==> src/rtl/soa_pkg.sv <==
// ----------------------------------------------------------------------------
// soa_pkg
// Shared types and codes of the slab object allocator: request and result
// items, the decoded command, configuration fields and status codes.
// ----------------------------------------------------------------------------
package soa_pkg;

  // Configuration register indexes
  localparam logic [1:0] CFG_OBJECT_SIZE = 2'd0;
  localparam logic [1:0] CFG_USABLE_SPAN = 2'd1;
  localparam logic [1:0] CFG_PAGE_ORDER  = 2'd2;

  localparam int unsigned CfgDataW = 15;

  // Reset values of the configuration registers
  localparam logic [12:0] OBJECT_SIZE_RST = 13'd8;
  localparam logic [14:0] USABLE_SPAN_RST = 15'd4096;
  localparam logic [1:0]  PAGE_ORDER_RST  = 2'd0;

  // Result status codes
  localparam logic [1:0] STATUS_ALLOC_OK   = 2'd0;
  localparam logic [1:0] STATUS_ALLOC_FAIL = 2'd1;
  localparam logic [1:0] STATUS_FREED      = 2'd2;
  localparam logic [1:0] STATUS_FREE_DROP  = 2'd3;

  typedef enum logic [0:0] {
    OP_ALLOC = 1'b0,
    OP_FREE  = 1'b1
  } op_e;

  typedef enum logic [0:0] {
    BK_IDLE = 1'b0,
    BK_READ = 1'b1
  } back_state_e;

  typedef struct packed {
    logic        mode;
    logic [31:0] free_address;
    logic [31:0] offered_page_base;
    logic        offered_page_valid;
  } req_t;

  typedef struct packed {
    logic [31:0] object_address;
    logic [1:0]  status;
    logic        page_taken;
  } rsp_t;

  typedef struct packed {
    op_e         op;
    logic [31:0] free_address;
    logic [31:0] offered_page_base;
    logic        offered_page_valid;
  } cmd_t;

  typedef struct packed {
    logic [12:0] object_size;
    logic [14:0] usable_span;
    logic [1:0]  page_order;
  } cfg_t;

  // Back end status seen by the top level
  typedef struct packed {
    logic reading;
    logic stack_empty;
  } back_stat_t;

endpackage

==> src/rtl/soa_front.sv <==
// ----------------------------------------------------------------------------
// soa_front
// Request front end: accepts items into a two-entry queue and decodes the
// mode into an allocate or free command for the back end.
// ----------------------------------------------------------------------------
module soa_front (
  input  logic          clk_i,
  input  logic          rst_ni,
  input  logic          push,
  output logic          full,
  input  soa_pkg::req_t req_i,
  output logic          cmd_valid_o,
  output soa_pkg::cmd_t cmd_o,
  input  logic          cmd_take_i
);
  import soa_pkg::*;

  cmd_t       entry_q [2];
  logic       wr_ptr_q, wr_ptr_d;
  logic       rd_ptr_q, rd_ptr_d;
  logic [1:0] cnt_q, cnt_d;
  logic       wr_en;
  logic       rd_en;
  cmd_t       cmd_in;

  // Decode the incoming item
  always_comb begin
    cmd_in.op                 = req_i.mode ? OP_FREE : OP_ALLOC;
    cmd_in.free_address       = req_i.free_address;
    cmd_in.offered_page_base  = req_i.offered_page_base;
    cmd_in.offered_page_valid = req_i.offered_page_valid;
  end

  assign full        = (cnt_q == 2'd2);
  assign cmd_valid_o = (cnt_q != 2'd0);
  assign cmd_o       = entry_q[rd_ptr_q];
  assign wr_en       = push && !full;
  assign rd_en       = cmd_take_i && cmd_valid_o;

  // Advance pointers and occupancy
  always_comb begin
    wr_ptr_d = wr_en ? ~wr_ptr_q : wr_ptr_q;
    rd_ptr_d = rd_en ? ~rd_ptr_q : rd_ptr_q;
    cnt_d    = cnt_q;
    if (wr_en && !rd_en) begin
      cnt_d = cnt_q + 2'd1;
    end else if (rd_en && !wr_en) begin
      cnt_d = cnt_q - 2'd1;
    end
  end

  always_ff @(posedge clk_i or negedge rst_ni) begin
    if (!rst_ni) begin
      wr_ptr_q <= 1'b0;
      rd_ptr_q <= 1'b0;
      cnt_q    <= 2'd0;
    end else begin
      wr_ptr_q <= wr_ptr_d;
      rd_ptr_q <= rd_ptr_d;
      cnt_q    <= cnt_d;
    end
  end

  // Hold queued commands
  always_ff @(posedge clk_i) begin
    if (wr_en) begin
      entry_q[wr_ptr_q] <= cmd_in;
    end
  end

endmodule

==> config.mk <==
export PLATFORM = sky130hd
export DESIGN_NAME = soa_front
export DESIGN_NICKNAME = d
export VERILOG_FILES = /design/src/rtl/soa_pkg.sv /design/src/rtl/soa_front.sv
export SDC_FILE = /design/constraint.sdc
export NUM_CORES = 1
export LEC_CHECK = 0
export ABC_CLOCK_PERIOD_IN_PS = 3700
export BUFFER_PORTS_ARGS = -buffer_cell sky130_fd_sc_hd__buf_2
export CAP_MARGIN = 20
export CORE_MARGIN = 1
export CORE_UTILIZATION = 30
export CTS_CLUSTER_SIZE = 10
export DETAILED_ROUTE_END_ITERATION = 8
export GPL_TIMING_DRIVEN = 1
export PLACE_DENSITY = 0.52
export RECOVER_POWER = 25
export SETUP_SLACK_MARGIN = 0.5
export SYNTH_ARGS = -nofsm -noshare
export SYNTH_HDL_FRONTEND = slang
export SYNTH_SLANG_ARGS = --single-unit
==> constraint.sdc <==
create_clock -name clk_i -period 3.7 [get_ports clk_i]
set_input_delay 0.555 -clock clk_i [delete_from_list [all_inputs] [get_ports clk_i]]
set_output_delay 0.555 -clock clk_i [all_outputs]
set_load 0.01 [all_outputs]
==> results.txt <==
The buffer cell driving the clock tree root is clkbuf_16. The critical path contains buffers and inverters numbering 2 combined. The hold path startpoint is req_i[63]. The floorplan step defined a core boundary enclosing 0.01652 mm².

The worst register-to-register path begins at cnt_q[0]. The time the worst path needs with I/O delays and setup came out at 2.621 ns. The count of antenna diodes in the layout came out at 0.

The source-to-sink clock delay at the later pin of the worst-skew pair is 0.40 ns. At the pin with the least slew margin, the transition time is ~0.95 ns. After synthesis, the cell types taking the most area are edfxtp_1 (78%), mux2_4 (8.9%), mux2_2 (8.0%).

The number of gates resized after CTS was 0. The I/O pin total is 138. The total count of max-transition violations in the final report is 0. The first-pass GRT wire length is between 10 and 15 mm. The worst setup path is captured at a primary output. The initial antenna violation count came out at 0.

Synthesis produced about 220 cells. Measured against its own limit, the worst slew margin works out to 0.3653. Of the available clock period, the critical path in the final layout requires 0.7085. The number of nets produced by synthesis came out at about 300.

The type of the most critical hold path is in -> reg. In the routed design, unresolved DRC markers number 0. The number of flops mapped to enable cells by yosys is 132. The tree built by TritonCTS fans out to 136 sinks. The number of cells on the worst reg-to-reg path is 2. The terminus of the critical flop-to-flop path is entry_q[1][46]. The total half-perimeter wirelength after legalization and detailed placement came out at approximately 5.5 mm. The cell area after synthesis is between 0.005 and 0.006 mm². The count of cells along the worst hold path is 1. The level count of the clock H-tree came out at 4. The total overflow left after global routing is 0. The slack of the worst reg-to-reg path came out at 1.87 ns. For this run, the number of Yosys warnings is 0. For this design, the slowest cell found on the critical path is dfrtp_4. The net count of the finished layout came out at 448.

The number of nets with antenna violations after detailed routing came out at 0. The most common cell in the synthesized netlist is edfxtp_1. The data arrival time of the worst path is slightly above 2 ns. By startpoint and endpoint, the worst setup path is classified as reg -> out. The worst-case IR drop observed on VDD is 0.3272 mV. The reported max-cap violation count came out at 0. The commonest cells after synthesis are edfxtp_1 (132), mux2_2 (36), mux2_4 (30), dfrtp_1 (4).

The pre-antenna-repair detailed-routing pass consisted of 4 iterations. The number of global-route vias before repair is 2682. The kind of start point of the critical path is a flop. The detailed router finished its first iteration with 78 violations. Compared with the post-synthesis result, the final layout area differs by 28.71%. TritonCTS built the clock tree. The vias per cell is 4.129.

The analysis attributes to cell leakage a power of around 2.5 nW. The stage delay of the slowest cell on the critical path came out at approximately 0.90 ns. Setup repair after global routing left no endpoint under its margin. For this run, the leading register cell type out of synthesis is edfxtp_1. The total wire length after detailed routing is 8.942 mm. The worst hold endpoint is entry_q[1][63]. The worst clock skew on the final layout came out at ~0.0052 ns. The register area share after synthesis came out at 0.8010. The final design utilization is 0.3952. The largest area contributor in the netlist is edfxtp_1. The design draws 5.217 mW. Of the post-synthesis cell area, the dominant cell type holds 0.7813. The power density over cell area is about 800 mW/mm².

The share of synthesized registers carrying an async set or reset is 0.02941. The hold violation count in the final report came out at 0. The number of buffers inserted by post-CTS setup repair is 0. The global placer's final weighted congestion is 0.6551. The CTS clock-pin slew for the worst setup and hold paths is 0.05 ns. The flow ran to the end, and the final reports show no timing, DRC or antenna violations. The number of setup violations in the final report came out at 0. The data required time at the worst endpoint is 3.14 ns. The final hold slack came out at between 0.3 and 0.4 ns. The final route contains between 2000 and 3000 vias. The maximum operating frequency is 0.3815 GHz. The average footprint of a synthesized cell came out at 22.65 µm².

The signal on the critical path passes through buf_12, mux2_4, buf_2. The clock buffer count from CTS came out at 17. Yosys mapped the design onto 16 distinct sky130hd cell types. Of the cells placed in the final design, the portion with a size suffix greater than 1 is 0.5711. The floorplan step defined a die boundary enclosing 0.01744 mm². In the final timing run, aggregate negative setup slack is 0 ns.

The maximum number of pins on one net before global-route repair is 67. The kind of cell with the highest combined delay on the critical path is flip-flops. The routed length per instance is 14.73 µm.

The die span in y is 132.0 µm. The clock passes through at most 2 buffers. The maximum fanout along the worst path is 49.

The count of hold buffers inserted by post-cts repair came out at 1. The flop and latch count out of synthesis came out at between 100 and 150. The number of core rows is 47. Input and output buffers added on the ports amount to 137. The total global routing track utilization is 0.1092. The horizontal die dimension is 132.0 µm. The effective utilization at floorplan came out at 0.3070.
==> layer usage <==
metal,GRT usage,wire (µm)
met5,0,0
met4,0.05233,135
met3,0.04152,596
met2,0.1746,4236
met1,0.1296,3973
==> cell usage in the layout, fill, tap and decap left out, types with 2 or more instances in the layout <==
master | synthesis | routed
clkbuf_16 | 0 | 17
mux2_4 | 30 | 30
nand2_1 | 2 | 2
clkinv_1 | 0 | 3
mux2_2 | 36 | 36
edfxtp_1 | 132 | 132
xnor2_1 | 3 | 3
buf_4 | 1 | 2
buf_2 | 3 | 128
inv_1 | 2 | 2
xor2_1 | 2 | 2
clkbuf_1 | 0 | 15
dfrtp_1 | 4 | 3
==> metrics by stage <==
step | instances | instance area (µm²) | worst slack (ns)
after floorplan | 224 | 5076 | 0.9118
after global placement | 577 | 6030 | 1.454
after detailed placement | 577 | 6030 | 1.433
after CTS | 607 | 6541 | 0.9800
after global routing | 607 | 6530 | 0.9355
final | 607 | 6530 | 1.079
==> power by group <==
group          total [mW]  switching (mW)  internal (mW)
combinational        1.44           0.686          0.749
sequential           2.32           0.206           2.11
clock                1.46           0.558          0.903
==> final cells by class <==
cell class,count,area (µm²)
clock inverter,6,53.80
clock buffer,23,447.9
timing repair buffer,141,719.4
fill,1557,9995
sequential,136,4068
tap,220,275.3
inverter,2,7.507
multi-input combinational,79,958.4
==> cells by family (layout without fill, tap and decap cells) <==
logic type    after synthesis  in the layout  synth area share
xor+xnor                    5              5          0.008633
mux                        66             66            0.1687
buf+inv                     9            172           0.01258
simple gates                7              7          0.006662
fa+ha+maj                   1              1          0.002466
flops                     136            136            0.8010
==> sequential cells by signal, indices dropped and copies added (netlist names) <==
register and cells:
wr_ptr_q 1, entry_q 132, cnt_q 2, rd_ptr_q 1
==> worst reg2reg max path: stages (launching register included) <==
cell      delay, ns
dfrtp_1        0.41
nand2b_1       0.17
and3_4         0.84
==> worst max-delay path by stage <==
stage	end	cells past startpoint	from
after floorplan	entry_q[0][0]	2	push
after global placement	cmd_o[34]	3	rd_ptr_q
after detailed placement	cmd_o[34]	3	rd_ptr_q
after CTS	cmd_o[34]	3	rd_ptr_q
after global routing	cmd_o[41]	3	rd_ptr_q
final	cmd_o[34]	3	rd_ptr_q
Power figures use the tool's default switching activity.
